==> config.mk <==
export PLATFORM = sky130hd
export DESIGN_NAME = oneshot_periodic_timer_table
export DESIGN_NICKNAME = d
export VERILOG_FILES = /design/src/hw/rtl/optt_pkg.sv /design/src/hw/rtl/oneshot_periodic_timer_table.sv /design/src/hw/rtl/optt_front.sv /design/src/hw/rtl/optt_fifo.sv /design/src/hw/rtl/optt_back.sv
export SDC_FILE = /design/constraint.sdc
export NUM_CORES = 2
export LEC_CHECK = 0
export BUFFER_PORTS_ARGS = -buffer_cell sky130_fd_sc_hd__buf_2
export CAP_MARGIN = 0
export CORE_MARGIN = 2
export CORE_UTILIZATION = 40
export CTS_BUF_LIST = sky130_fd_sc_hd__clkbuf_4 sky130_fd_sc_hd__clkbuf_8
export CTS_CLUSTER_DIAMETER = 200
export CTS_CLUSTER_SIZE = 8
export DETAILED_ROUTE_END_ITERATION = 6
export GPL_ROUTABILITY_DRIVEN = 0
export GPL_TIMING_DRIVEN = 0
export MAX_ROUTING_LAYER = met4
export PLACE_DENSITY = 0.61
export RECOVER_POWER = 100
export SYNTH_ARGS = -nofsm -noshare
export SYNTH_HDL_FRONTEND = slang
export SYNTH_SLANG_ARGS = --single-unit
==> constraint.sdc <==
create_clock -name i_clk -period 9.71 [get_ports i_clk]
set_input_delay 0.971 -clock i_clk [delete_from_list [all_inputs] [get_ports i_clk]]
set_output_delay 0.971 -clock i_clk [all_outputs]
set_load 0.1 [all_outputs]
==> src/hw/rtl/optt_pkg.sv <==
package optt_pkg;

    localparam int SLOTS_DEF   = 16;
    localparam int MAX_FIRE    = 16;
    localparam int QUEUE_DEPTH = 4;
    localparam int TIME_W      = 48;
    localparam int DELAY_W     = 32;
    localparam int ID_W        = 16;
    localparam int OP_W        = 2;
    localparam int KIND_W      = 2;
    localparam int FIRE_W      = $clog2(MAX_FIRE + 1);

    localparam logic [OP_W-1:0] OP_TICK      = 2'd0;
    localparam logic [OP_W-1:0] OP_SCHED_ONE = 2'd1;
    localparam logic [OP_W-1:0] OP_SCHED_PER = 2'd2;
    localparam logic [OP_W-1:0] OP_CLEAR     = 2'd3;

    localparam logic [KIND_W-1:0] KIND_ASSIGNED = 2'd0;
    localparam logic [KIND_W-1:0] KIND_FIRED    = 2'd1;
    localparam logic [KIND_W-1:0] KIND_FULL     = 2'd2;

    typedef struct packed {
        logic [OP_W-1:0]    op;
        logic [TIME_W-1:0]  now;
        logic [DELAY_W-1:0] delay;
        logic [TIME_W-1:0]  due;
    } t_cmd;

    typedef struct packed {
        logic               periodic;
        logic [TIME_W-1:0]  due;
        logic [DELAY_W-1:0] period;
        logic [ID_W-1:0]    ident;
    } t_entry;

    // Time plus delay, saturating at the largest representable time.
    function automatic logic [TIME_W-1:0] sat_add(input logic [TIME_W-1:0] a,
                                                  input logic [DELAY_W-1:0] b);
        logic [TIME_W:0] sum;
        sum = {1'b0, a} + {{(TIME_W + 1 - DELAY_W){1'b0}}, b};
        return sum[TIME_W] ? {TIME_W{1'b1}} : sum[TIME_W-1:0];
    endfunction

endpackage

==> src/hw/rtl/oneshot_periodic_timer_table.sv <==
// A schedule result passes the front register, the command queue and the output register.
// Schedule and clear are done from the idle state of the table engine; a tick walks the N
// stored entries, one memory read per entry, and can be held by any output stall.
// A four-deep command queue lets the input side run ahead while a tick is walked.
// Reset is synchronous and active low: the table is emptied and the id counter set to zero.
module oneshot_periodic_timer_table #(
    parameter int SLOTS = optt_pkg::SLOTS_DEF
) (
    input  logic                          i_clk,
    input  logic                          i_rst_n,
    input  logic                          i_in_valid,
    output logic                          o_in_ready,
    input  logic [optt_pkg::OP_W-1:0]     i_operation,
    input  logic [optt_pkg::TIME_W-1:0]   i_now_ms,
    input  logic [optt_pkg::DELAY_W-1:0]  i_delay_ms,
    output logic                          o_out_valid,
    input  logic                          i_out_ready,
    output logic [optt_pkg::KIND_W-1:0]   o_kind,
    output logic [optt_pkg::ID_W-1:0]     o_task_id,
    output logic                          o_last
);
    import optt_pkg::*;

    logic push;
    logic full;
    logic pop;
    logic empty;
    t_cmd front_cmd;
    t_cmd head_cmd;

    optt_front u_front (
        .i_clk       (i_clk),
        .i_rst_n     (i_rst_n),
        .i_in_valid  (i_in_valid),
        .o_in_ready  (o_in_ready),
        .i_operation (i_operation),
        .i_now_ms    (i_now_ms),
        .i_delay_ms  (i_delay_ms),
        .o_push      (push),
        .o_cmd       (front_cmd),
        .i_full      (full)
    );

    optt_fifo #(
        .DEPTH (QUEUE_DEPTH)
    ) u_fifo (
        .i_clk   (i_clk),
        .i_rst_n (i_rst_n),
        .i_push  (push),
        .i_data  (front_cmd),
        .o_full  (full),
        .i_pop   (pop),
        .o_data  (head_cmd),
        .o_empty (empty)
    );

    optt_back #(
        .SLOTS (SLOTS)
    ) u_back (
        .i_clk       (i_clk),
        .i_rst_n     (i_rst_n),
        .i_cmd       (head_cmd),
        .i_empty     (empty),
        .o_pop       (pop),
        .o_out_valid (o_out_valid),
        .i_out_ready (i_out_ready),
        .o_kind      (o_kind),
        .o_task_id   (o_task_id),
        .o_last      (o_last)
    );

endmodule

==> src/hw/rtl/optt_front.sv <==
module optt_front (
    input  logic                          i_clk,
    input  logic                          i_rst_n,
    input  logic                          i_in_valid,
    output logic                          o_in_ready,
    input  logic [optt_pkg::OP_W-1:0]     i_operation,
    input  logic [optt_pkg::TIME_W-1:0]   i_now_ms,
    input  logic [optt_pkg::DELAY_W-1:0]  i_delay_ms,
    output logic                          o_push,
    output optt_pkg::t_cmd                o_cmd,
    input  logic                          i_full
);
    import optt_pkg::*;

    logic r_valid;
    t_cmd r_cmd;
    t_cmd n_cmd;

    // The due time of a schedule is worked out here, off the table engine's path.
    always_comb begin
        n_cmd.op    = i_operation;
        n_cmd.now   = i_now_ms;
        n_cmd.delay = i_delay_ms;
        n_cmd.due   = sat_add(i_now_ms, i_delay_ms);
    end

    assign o_in_ready = !r_valid || !i_full;
    assign o_push     = r_valid && !i_full;
    assign o_cmd      = r_cmd;

    always_ff @(posedge i_clk) begin
        if (!i_rst_n) begin
            r_valid <= 1'b0;
        end else if (o_in_ready) begin
            r_valid <= i_in_valid;
        end
    end

    always_ff @(posedge i_clk) begin
        if (o_in_ready && i_in_valid) begin
            r_cmd <= n_cmd;
        end
    end

endmodule

==> src/hw/rtl/optt_fifo.sv <==
module optt_fifo #(
    parameter int DEPTH = optt_pkg::QUEUE_DEPTH
) (
    input  logic           i_clk,
    input  logic           i_rst_n,
    input  logic           i_push,
    input  optt_pkg::t_cmd i_data,
    output logic           o_full,
    input  logic           i_pop,
    output optt_pkg::t_cmd o_data,
    output logic           o_empty
);
    import optt_pkg::*;

    localparam int PTR_W = (DEPTH > 1) ? $clog2(DEPTH) : 1;
    localparam int CNT_W = $clog2(DEPTH + 1);

    t_cmd             r_mem [DEPTH];
    logic [PTR_W-1:0] r_wr;
    logic [PTR_W-1:0] r_rd;
    logic [CNT_W-1:0] r_count;
    logic             do_push;
    logic             do_pop;

    assign o_full  = (r_count == CNT_W'(DEPTH));
    assign o_empty = (r_count == '0);
    assign o_data  = r_mem[r_rd];
    assign do_push = i_push && !o_full;
    assign do_pop  = i_pop && !o_empty;

    always_ff @(posedge i_clk) begin
        if (!i_rst_n) begin
            r_wr    <= '0;
            r_rd    <= '0;
            r_count <= '0;
        end else begin
            if (do_push) begin
                r_wr <= (r_wr == PTR_W'(DEPTH - 1)) ? '0 : r_wr + 1'b1;
            end
            if (do_pop) begin
                r_rd <= (r_rd == PTR_W'(DEPTH - 1)) ? '0 : r_rd + 1'b1;
            end
            if (do_push && !do_pop) begin
                r_count <= r_count + 1'b1;
            end else if (do_pop && !do_push) begin
                r_count <= r_count - 1'b1;
            end
        end
    end

    always_ff @(posedge i_clk) begin
        if (do_push) begin
            r_mem[r_wr] <= i_data;
        end
    end

endmodule

==> src/hw/rtl/optt_back.sv <==
module optt_back #(
    parameter int SLOTS = optt_pkg::SLOTS_DEF
) (
    input  logic                         i_clk,
    input  logic                         i_rst_n,
    input  optt_pkg::t_cmd               i_cmd,
    input  logic                         i_empty,
    output logic                         o_pop,
    output logic                         o_out_valid,
    input  logic                         i_out_ready,
    output logic [optt_pkg::KIND_W-1:0]  o_kind,
    output logic [optt_pkg::ID_W-1:0]    o_task_id,
    output logic                         o_last
);
    import optt_pkg::*;

    localparam int IDX_W = (SLOTS > 1) ? $clog2(SLOTS) : 1;
    localparam int CNT_W = $clog2(SLOTS + 1);

    localparam logic [1:0] ST_IDLE   = 2'd0;
    localparam logic [1:0] ST_SCAN   = 2'd1;
    localparam logic [1:0] ST_FINISH = 2'd2;

    t_entry              r_mem [SLOTS];
    t_entry              r_rd_data;
    logic [1:0]          r_state,      n_state;
    logic [CNT_W-1:0]    r_count,      n_count;
    logic [ID_W-1:0]     r_next_id,    n_next_id;
    logic [CNT_W-1:0]    r_eval,       n_eval;
    logic [CNT_W-1:0]    r_wr,         n_wr;
    logic [FIRE_W-1:0]   r_fired,      n_fired;
    logic                r_hold_valid, n_hold_valid;
    logic [ID_W-1:0]     r_hold_id,    n_hold_id;
    logic [TIME_W-1:0]   r_now,        n_now;
    logic                r_o_valid;
    logic [KIND_W-1:0]   r_o_kind;
    logic [ID_W-1:0]     r_o_id;
    logic                r_o_last;

    logic                out_free;
    logic                due_hit;
    logic                advance;
    logic [CNT_W-1:0]    eval_next;
    logic [CNT_W-1:0]    rd_sel;
    logic [IDX_W-1:0]    rd_addr;
    logic                wr_en;
    logic [IDX_W-1:0]    wr_addr;
    t_entry              wr_data;
    t_entry              rearm;
    logic                emit;
    logic [KIND_W-1:0]   emit_kind;
    logic [ID_W-1:0]     emit_id;
    logic                emit_last;

    assign out_free  = !r_o_valid || i_out_ready;
    assign due_hit   = (r_now >= r_rd_data.due) && (r_fired != FIRE_W'(MAX_FIRE));
    assign advance   = !(due_hit && r_hold_valid && !out_free);
    assign eval_next = r_eval + 1'b1;
    assign rd_addr   = (rd_sel >= CNT_W'(SLOTS)) ? '0 : rd_sel[IDX_W-1:0];

    always_comb begin
        rearm     = r_rd_data;
        rearm.due = sat_add(r_now, r_rd_data.period);
    end

    // A fired entry is held back one step so that the last one can be flagged.
    always_comb begin
        n_state      = r_state;
        n_count      = r_count;
        n_next_id    = r_next_id;
        n_eval       = r_eval;
        n_wr         = r_wr;
        n_fired      = r_fired;
        n_hold_valid = r_hold_valid;
        n_hold_id    = r_hold_id;
        n_now        = r_now;
        o_pop        = 1'b0;
        emit         = 1'b0;
        emit_kind    = KIND_ASSIGNED;
        emit_id      = '0;
        emit_last    = 1'b0;
        wr_en        = 1'b0;
        wr_addr      = r_wr[IDX_W-1:0];
        wr_data      = r_rd_data;
        rd_sel       = r_eval;
        case (r_state)
            ST_IDLE: begin
                rd_sel = '0;
                if (!i_empty) begin
                    case (i_cmd.op)
                        OP_CLEAR: begin
                            o_pop     = 1'b1;
                            n_count   = '0;
                            n_next_id = '0;
                        end
                        OP_SCHED_ONE, OP_SCHED_PER: begin
                            if (out_free) begin
                                o_pop     = 1'b1;
                                emit      = 1'b1;
                                emit_last = 1'b1;
                                if (r_count == CNT_W'(SLOTS)) begin
                                    emit_kind = KIND_FULL;
                                end else begin
                                    emit_kind        = KIND_ASSIGNED;
                                    emit_id          = r_next_id;
                                    wr_en            = 1'b1;
                                    wr_addr          = r_count[IDX_W-1:0];
                                    wr_data.periodic = (i_cmd.op == OP_SCHED_PER);
                                    wr_data.due      = i_cmd.due;
                                    wr_data.period   = i_cmd.delay;
                                    wr_data.ident    = r_next_id;
                                    n_count          = r_count + 1'b1;
                                    n_next_id        = r_next_id + 1'b1;
                                end
                            end
                        end
                        default: begin
                            o_pop        = 1'b1;
                            n_now        = i_cmd.now;
                            n_eval       = '0;
                            n_wr         = '0;
                            n_fired      = '0;
                            n_hold_valid = 1'b0;
                            n_state      = ST_SCAN;
                        end
                    endcase
                end
            end
            ST_SCAN: begin
                if (r_eval == r_count) begin
                    n_state = ST_FINISH;
                end else begin
                    rd_sel = advance ? eval_next : r_eval;
                    if (advance) begin
                        n_eval = eval_next;
                        if (due_hit) begin
                            n_fired      = r_fired + 1'b1;
                            n_hold_valid = 1'b1;
                            n_hold_id    = r_rd_data.ident;
                            if (r_hold_valid) begin
                                emit      = 1'b1;
                                emit_kind = KIND_FIRED;
                                emit_id   = r_hold_id;
                            end
                            if (r_rd_data.periodic) begin
                                wr_en   = 1'b1;
                                wr_data = rearm;
                                n_wr    = r_wr + 1'b1;
                            end
                        end else begin
                            wr_en = 1'b1;
                            n_wr  = r_wr + 1'b1;
                        end
                    end
                end
            end
            ST_FINISH: begin
                if (!r_hold_valid) begin
                    n_count = r_wr;
                    n_state = ST_IDLE;
                end else if (out_free) begin
                    emit         = 1'b1;
                    emit_kind    = KIND_FIRED;
                    emit_id      = r_hold_id;
                    emit_last    = 1'b1;
                    n_hold_valid = 1'b0;
                    n_count      = r_wr;
                    n_state      = ST_IDLE;
                end
            end
            default: begin
                n_state = ST_IDLE;
            end
        endcase
    end

    always_ff @(posedge i_clk) begin
        if (!i_rst_n) begin
            r_state      <= ST_IDLE;
            r_count      <= '0;
            r_next_id    <= '0;
            r_eval       <= '0;
            r_wr         <= '0;
            r_fired      <= '0;
            r_hold_valid <= 1'b0;
            r_o_valid    <= 1'b0;
        end else begin
            r_state      <= n_state;
            r_count      <= n_count;
            r_next_id    <= n_next_id;
            r_eval       <= n_eval;
            r_wr         <= n_wr;
            r_fired      <= n_fired;
            r_hold_valid <= n_hold_valid;
            if (emit) begin
                r_o_valid <= 1'b1;
            end else if (i_out_ready) begin
                r_o_valid <= 1'b0;
            end
        end
    end

    always_ff @(posedge i_clk) begin
        r_hold_id <= n_hold_id;
        r_now     <= n_now;
        if (emit) begin
            r_o_kind <= emit_kind;
            r_o_id   <= emit_id;
            r_o_last <= emit_last;
        end
    end

    always_ff @(posedge i_clk) begin
        r_rd_data <= r_mem[rd_addr];
        if (wr_en) begin
            r_mem[wr_addr] <= wr_data;
        end
    end

    assign o_out_valid = r_o_valid;
    assign o_kind      = r_o_kind;
    assign o_task_id   = r_o_id;
    assign o_last      = r_o_last;

endmodule

After elaboration in Yosys (flattened, before gate mapping)
Memories as Yosys holds them, arrays and structs flattened. A register that Yosys moved wholly into a read port is not among the register bits.
Cells that the tools add are included.
{"block": "word_totals", "output_inout_bits": 21, "n_memories": 2, "reg_bits": 261, "in_bits": 86, "mem_bits_rw": 2072}
{"block": "op_classes", "reduce_logical": 37, "n_mux": 111, "order_cmp": 2, "n_eq_ne": 24, "addsub": 11, "n_bitwise": 4}
{"name": "u_back.r_mem", "words": 16, "word_bits": 97, "read_ports": 1, "rd_ports_with_merged_regs": 1, "wr": 1, "line": "optt_back.sv:24", "rtl": "t_entry r_mem [SLOTS];"}
{"name": "u_fifo.r_mem", "words": 4, "word_bits": 130, "read_ports": 1, "rd_ports_with_merged_regs": 1, "wr": 1, "line": "optt_fifo.sv:18", "rtl": "t_cmd r_mem [DEPTH];"}
{"op": "97-bit two-way mux", "n": 8}
{"op": "97-bit case mux with 2 select lines", "n": 1}
{"op": "16-bit two-way mux", "n": 12}
{"op": "48-bit by 32-bit adder with 49-bit output", "n": 2}
{"op": "5-bit two-way mux", "n": 16}
{"op": "5-bit case mux with 2 select lines", "n": 6}
{"op": "48-bit greater-or-equal comparator", "n": 1}
{"op": "48-bit two-way mux", "n": 1}
{"op": "16-bit case mux with 3 select lines", "n": 1}
{"op": "1-bit two-way mux", "n": 34}
{"op": "2-bit two-way mux", "n": 17}
{"op": "16-bit case mux with 2 select lines", "n": 1}
{"op": "4-bit two-way mux", "n": 6}
{"op": "6-bit AND reduction", "n": 4}
{"op": "5-bit by 1-bit adder with 5-bit output (second input constant)", "n": 4}
{"op": "16-bit by 1-bit adder with 16-bit output (second input constant)", "n": 1}
{"op": "2-bit case mux with 3 select lines", "n": 2}
{"op": "2-bit == test (second input constant)", "n": 5}
{"op": "2-bit inequality test (second input constant)", "n": 5}
{"op": "2-bit nonzero test", "n": 5}
{"op": "1-bit logical AND", "n": 9}
{"op": "3-bit inequality test (second input constant)", "n": 3}
{"op": "4-bit AND reduction", "n": 2}
{"op": "1-bit zero test", "n": 7}
{"op": "other kinds (23)", "n": 36}

Longest topological paths before layout
{"block": "logic_depth", "word_depth": 10, "mapped_depth": 18}

Modules after synthesis
Synthesis repeated with hierarchy kept, for this count alone.
{"block": "unflattened", "hier_cells": 6136, "area_unflattened_um2": 96373.7}
{"module": "optt_back", "area_per_inst_um2": 70801.7, "seq_area_each_um2": 51839.7, "cells_each": 4917, "instances": 1}
{"module": "optt_fifo", "area_per_inst_um2": 19336.0, "seq_area_each_um2": 15795.1, "cells_each": 730, "instances": 1}
{"module": "optt_front", "area_per_inst_um2": 6236.0, "seq_area_each_um2": 3923.8, "cells_each": 489, "instances": 1}

Least setup slack after synthesis
OpenSTA, ideal clock, no wires.
{"block": "synth_timing", "path_type": "input -> register", "start": "input port i_in_valid", "end": "register u_front.r_cmd (netlist bit u_front.o_cmd[0]), enable pin", "required_ns": 9.013, "arrival_ns": 7.489, "setup_slack_ns": 1.524, "path_stages": 2, "path_cell_list": "inv_1 -> a31oi_1"}
{"block": "synth_between", "elab_chain_len": 1}
{"item": "from (decl)", "line": "oneshot_periodic_timer_table.sv:11", "rtl": "input logic i_in_valid,"}
{"item": "1-bit logical AND", "line": "optt_front.sv:40", "rtl": "if (o_in_ready && i_in_valid) begin"}
{"item": "to (signal assigned)", "line": "optt_front.sv:41", "rtl": "r_cmd <= n_cmd;"}
{"item": "to (decl)", "line": "optt_front.sv:16", "rtl": "t_cmd r_cmd;"}
No other way between the ends.
A chain may end at the register's enable or synchronous reset.

Worst setup path in the final report
{"block": "layout_timing", "start": "register, netlist name u_back.r_rd_data[93]", "end": "register, netlist name u_back.r_rd_data[87]"}
{"block": "layout_between", "elab_chain_len": 9}
{"item": "48-bit greater-or-equal comparator *", "line": "optt_back.sv:56", "rtl": "assign due_hit = (r_now >= r_rd_data.due) && (r_fired != FIRE_W'(MAX_FIRE));"}
{"item": "1-bit logical AND *", "line": "optt_back.sv:56"}
{"item": "1-bit logical AND * (2 in series)", "line": "optt_back.sv:57", "rtl": "assign advance = !(due_hit && r_hold_valid && !out_free);"}
{"item": "5-bit two-way mux *", "line": "optt_back.sv:133", "rtl": "rd_sel = advance ? eval_next : r_eval;"}
{"item": "5-bit two-way mux *", "line": "optt_back.sv:130", "rtl": "if (r_eval == r_count) begin"}
{"item": "5-bit case mux with 2 select lines *", "line": "optt_back.sv:86", "rtl": "case (r_state)"}
{"item": "5-bit greater-or-equal comparator", "line": "optt_back.sv:59", "rtl": "assign rd_addr = (rd_sel >= CNT_W'(SLOTS)) ? '0 : rd_sel[IDX_W-1:0];"}
{"item": "4-bit two-way mux *", "line": "optt_back.sv:59"}
Every way passes the cells marked *; elsewhere a longest branch is shown, timed or not.

==> impl_metrics.env <==
export IMPL_drt_total_wl_mm=280
export IMPL_fin_nets=6826
export IMPL_syn2layout_area_growth_pct=12.0
export IMPL_status="finished with violations"
export IMPL_cts_setup_buffers=0
export IMPL_power_per_cell_area_mw_per_mm2=301
export IMPL_grt_max_degree=52
export IMPL_slew_limit_headroom_pct=-132
export IMPL_avgSynthCellArea_um2=16.2
export IMPL_io_buffers=106
export IMPL_met3_usage_pct=4.22
export IMPL_cp_required_ns=10.61
export IMPL_final_max_slew_viol_count=1378
export IMPL_p_sw_share_pct=35.0
export IMPL_net_switching_power_mw=11.6
export IMPL_seq_area_mm2=0.0716
export IMPL_grt_met1_usage_pct=30.9
export IMPL_drt_iter0_drc=7775
export IMPL_drtAntennaViolNets=0
export IMPL_dieArea_mm2=0.249
export IMPL_io_pins=107
export IMPL_synth_edf_count=2285
export IMPL_crit_slowest_cell="clkbuf_1"
export IMPL_final_hold_violation_count=0
export IMPL_cts_path_max_buffers=4
export IMPL_postSynth_asyncResetShare_pct=0
export IMPL_ir_drop_mv=0.185
export IMPL_critPathLaunchType="flip-flop"
export IMPL_clkSlewWorstSetupHoldPaths_ns=0.07
export IMPL_worst_hold_slack_ns=0.0938
export IMPL_die_x_um=499
export IMPL_syn_inst=6052
export IMPL_dp_hpwl_mm=194
export IMPL_finalCritPeriodShare_pct=92.8
export IMPL_crit_arrival_ns=9.91
export IMPL_fin_ws_ns=0.700
export IMPL_cts_root_buf="clkbuf_8"
export IMPL_power_share_clock_pct=23.7
export IMPL_hp_class="in2reg"
export IMPL_drv_cap=53
export IMPL_fillerInstances=21100
export IMPL_utilization_pct=45.1
export IMPL_multi_input_area_mm2=0.0242
export IMPL_drive_gt1_share_pct=15.7
export IMPL_clkLatencyLatePin_ns=1.10
export IMPL_cts_tree="done"
export IMPL_dr_pass1_iters=7
export IMPL_drc=0
export IMPL_synth_cell_types=81
export IMPL_cts_resized=0
export IMPL_leakagePower_nw=36.2
export IMPL_path_cells="inv_1 -> ha_1 -> a21o_1 -> a21o_1 -> a221oi_1 -> nand2_1 -> a211oi_1 -> o221ai_1 -> nand2_1 -> clkbuf_1 -> nand3_1 -> buf_2 -> clkbuf_1 -> o22ai_1 -> a22oi_1 -> o211a_1"
export IMPL_rsz0062_at_grt="no"
export IMPL_vias_per_cell=5.95
export IMPL_total_power_mw=33.1
export IMPL_final_area_mm2=0.110
export IMPL_ys_seq_area_share_pct=73.1
export IMPL_holdBufCountCts=0
export IMPL_core_area_mm2=0.243
export IMPL_grt_pass1_vias=58700
export IMPL_grt_pass1_wl_mm=402
export IMPL_hold_path_startpoint="i_operation[1]"
export IMPL_grt_overflow=0
export IMPL_setup_worst_path_start="u_back.r_rd_data[93]"
export IMPL_start_util_pct=40.2
export IMPL_placedCellCount=9449
export IMPL_clock_fmax_mhz=111
export IMPL_use_met2_pct=33.7
export IMPL_ys_ff_latch=2432
export IMPL_wl_per_cell_um=28.0
export IMPL_antenna_found_initial=24
export IMPL_finalCriticalPeriod_ns=9.01
export IMPL_skew_ns=0.0807
export IMPL_fin_tns_setup_ns=0
export IMPL_end_kind="flip-flop"
export IMPL_intPower_mw=21.5
export IMPL_reg2reg_from="u_back.r_rd_data[93]"
export IMPL_synth_nets=6274
export IMPL_num_rows=181
export IMPL_htree_levels=5
export IMPL_pre_cts_ws_ns=1.59
export IMPL_tightest_slew_ns=3.48
export IMPL_p_seq_share_pct=46.7
export IMPL_synth_warnings=0
export IMPL_synth_flop_cell="edfxtp_1"
export IMPL_finalNonFillerCells=10000
export IMPL_netlist_area_mm2=0.0979
export IMPL_max_stage_delay_ns=1.56
export IMPL_power_share_combinational_pct=29.7
export IMPL_busiest_layer="met2"
export IMPL_die_h_um=499
export IMPL_cp_max_fo=13
export IMPL_path_class="reg2reg"
export IMPL_cts_num_sinks=2432
export IMPL_cts_made_buffers=353
export IMPL_num_vias=59700
export IMPL_setup_viol=0
export IMPL_place_area_mm2=0.104
export IMPL_grt_total_usage_pct=22.6
export IMPL_violations="max-capacitance violations, max-slew violations"
==> power groups by stage <==
stage | Sequential, mW | Clock, mW | Combinational [mW]
2_1_floorplan | 15.5 | 0 | 5.42
3_3_place_gp | 15.7 | 0 | 9.19
3_5_place_dp | 15.6 | 0 | 9.75
4_1_cts | 15.4 | 7.94 | 9.79
5_1_grt | 15.5 | 8.38 | 10.4
6_report | 15.4 | 7.83 | 9.80
==> placed cells by master (no fill, tap or decap), types with 18 or more instances in the layout <==
master    count
edfxtp_1   2285
clkbuf_1    426
clkbuf_8    357
nand2_1     338
o21ai_0     267
and3_1      214
o22ai_1     206
mux2_2      198
clkbuf_4    187
dfxtp_1     147
nand3_1     133
ha_1        133
mux4_2      130
a22oi_1     127
a21oi_1     114
a211oi_1    112
o211a_1     105
nor2_1      104
o221ai_1    103
buf_2       101
a221oi_1    101
a211o_1     100
a222oi_1     96
inv_1        94
a22o_1       65
xor2_1       52
a21o_1       50
xnor2_1      43
a31oi_1      36
buf_12       34
nor2b_1      29
o21ai_1      29
buf_4        25
nor3_1       24
nand4_1      23
a221o_1      20
nand2b_1     18
==> synth_stat cells (114+ instances only) <==
| master | n | area, um2 |
|---|---|---|
| edfxtp_1 | 2285 | 68600 |
| nand2_1 | 338 | 1270 |
| o21ai_0 | 268 | 1340 |
| clkbuf_1 | 256 | 961 |
| and3_1 | 214 | 1340 |
| o22ai_1 | 206 | 1290 |
| mux2_2 | 198 | 2230 |
| dfxtp_1 | 147 | 2940 |
| ha_1 | 133 | 1660 |
| nand3_1 | 133 | 666 |
| mux4_2 | 130 | 2930 |
| a22oi_1 | 127 | 953 |
| a21oi_1 | 114 | 571 |
==> worst max-delay path, delay by kind of cell, from the launching register on <==
family	cells	cell delay, ns
adders and majority gates	1	0.30
AOI/OAI and AO/OA	8	3.23
DFF	1	0.59
and+or+nand+nor	3	2.01
buffers and inverters	4	2.68
==> state kept, by name, indices dropped and copies added, names as in the netlist, named ones only <==
name	count
u_back.r_rd_data	97
u_back.r_next_id	16
u_back.o_kind	2
u_fifo.r_wr	2
u_front.o_cmd	130
u_fifo.r_count	3
u_back.r_hold_id	16
u_back.r_mem	1552
u_back.r_wr	5
u_back.r_hold_valid	1
u_back.o_out_valid	1
u_fifo.r_mem	520
u_back.o_task_id	16
u_back.o_last	1
u_back.r_fired	5
u_back.r_count	5
u_front.r_valid	1
u_back.r_state	2
u_fifo.r_rd	2
u_back.r_eval	5
u_back.r_now	48
==> area by class of cell <==
| class | instances | share of cell area [%] |
|---|---|---|
| Sequential cell | 2432 | 65.2 |
| Buffer | 413 | 1.63 |
| Clock inverter | 10 | 0.0730 |
| Antenna cell | 17 | 0.0388 |
| Clock buffer | 544 | 5.76 |
| Inverter | 94 | 0.322 |
| Tap cell | 3202 | 3.65 |
| Multi-Input combinational cell | 3113 | 22.1 |
| Timing Repair Buffer | 197 | 1.21 |
==> final timing paths <==
kind,cells past startpoint,end,slack [ns]
setup / recovery,16,u_back.r_rd_data[87],0.70
hold / removal,1,u_front.o_cmd[129],0.09
setup reg to reg,16,u_back.r_rd_data[87],0.70
hold reg to reg,0,u_back.r_hold_id[12],0.39
==> metal layers <==
metal | vias to the layer above | wire length [um] | part of all wire (%)
li1 | 25800 | - | -
met1 | 30400 | 117000 | 42
met2 | 3007 | 127000 | 45
met3 | 529 | 26400 | 9.4
met4 | 0 | 10500 | 3.7
met5 | - | 0 | 0
==> cells by family after synthesis <==
group	synth area share, %
DFF	73.1
AOI/OAI and AO/OA	12.0
and+or+nand+nor	4.81
buffers and inverters	2.19
muxes	5.33
adders and majority gates	1.76
xor gates and xnor gates	0.850
Note: power is estimated with default switching activity, not from simulation.
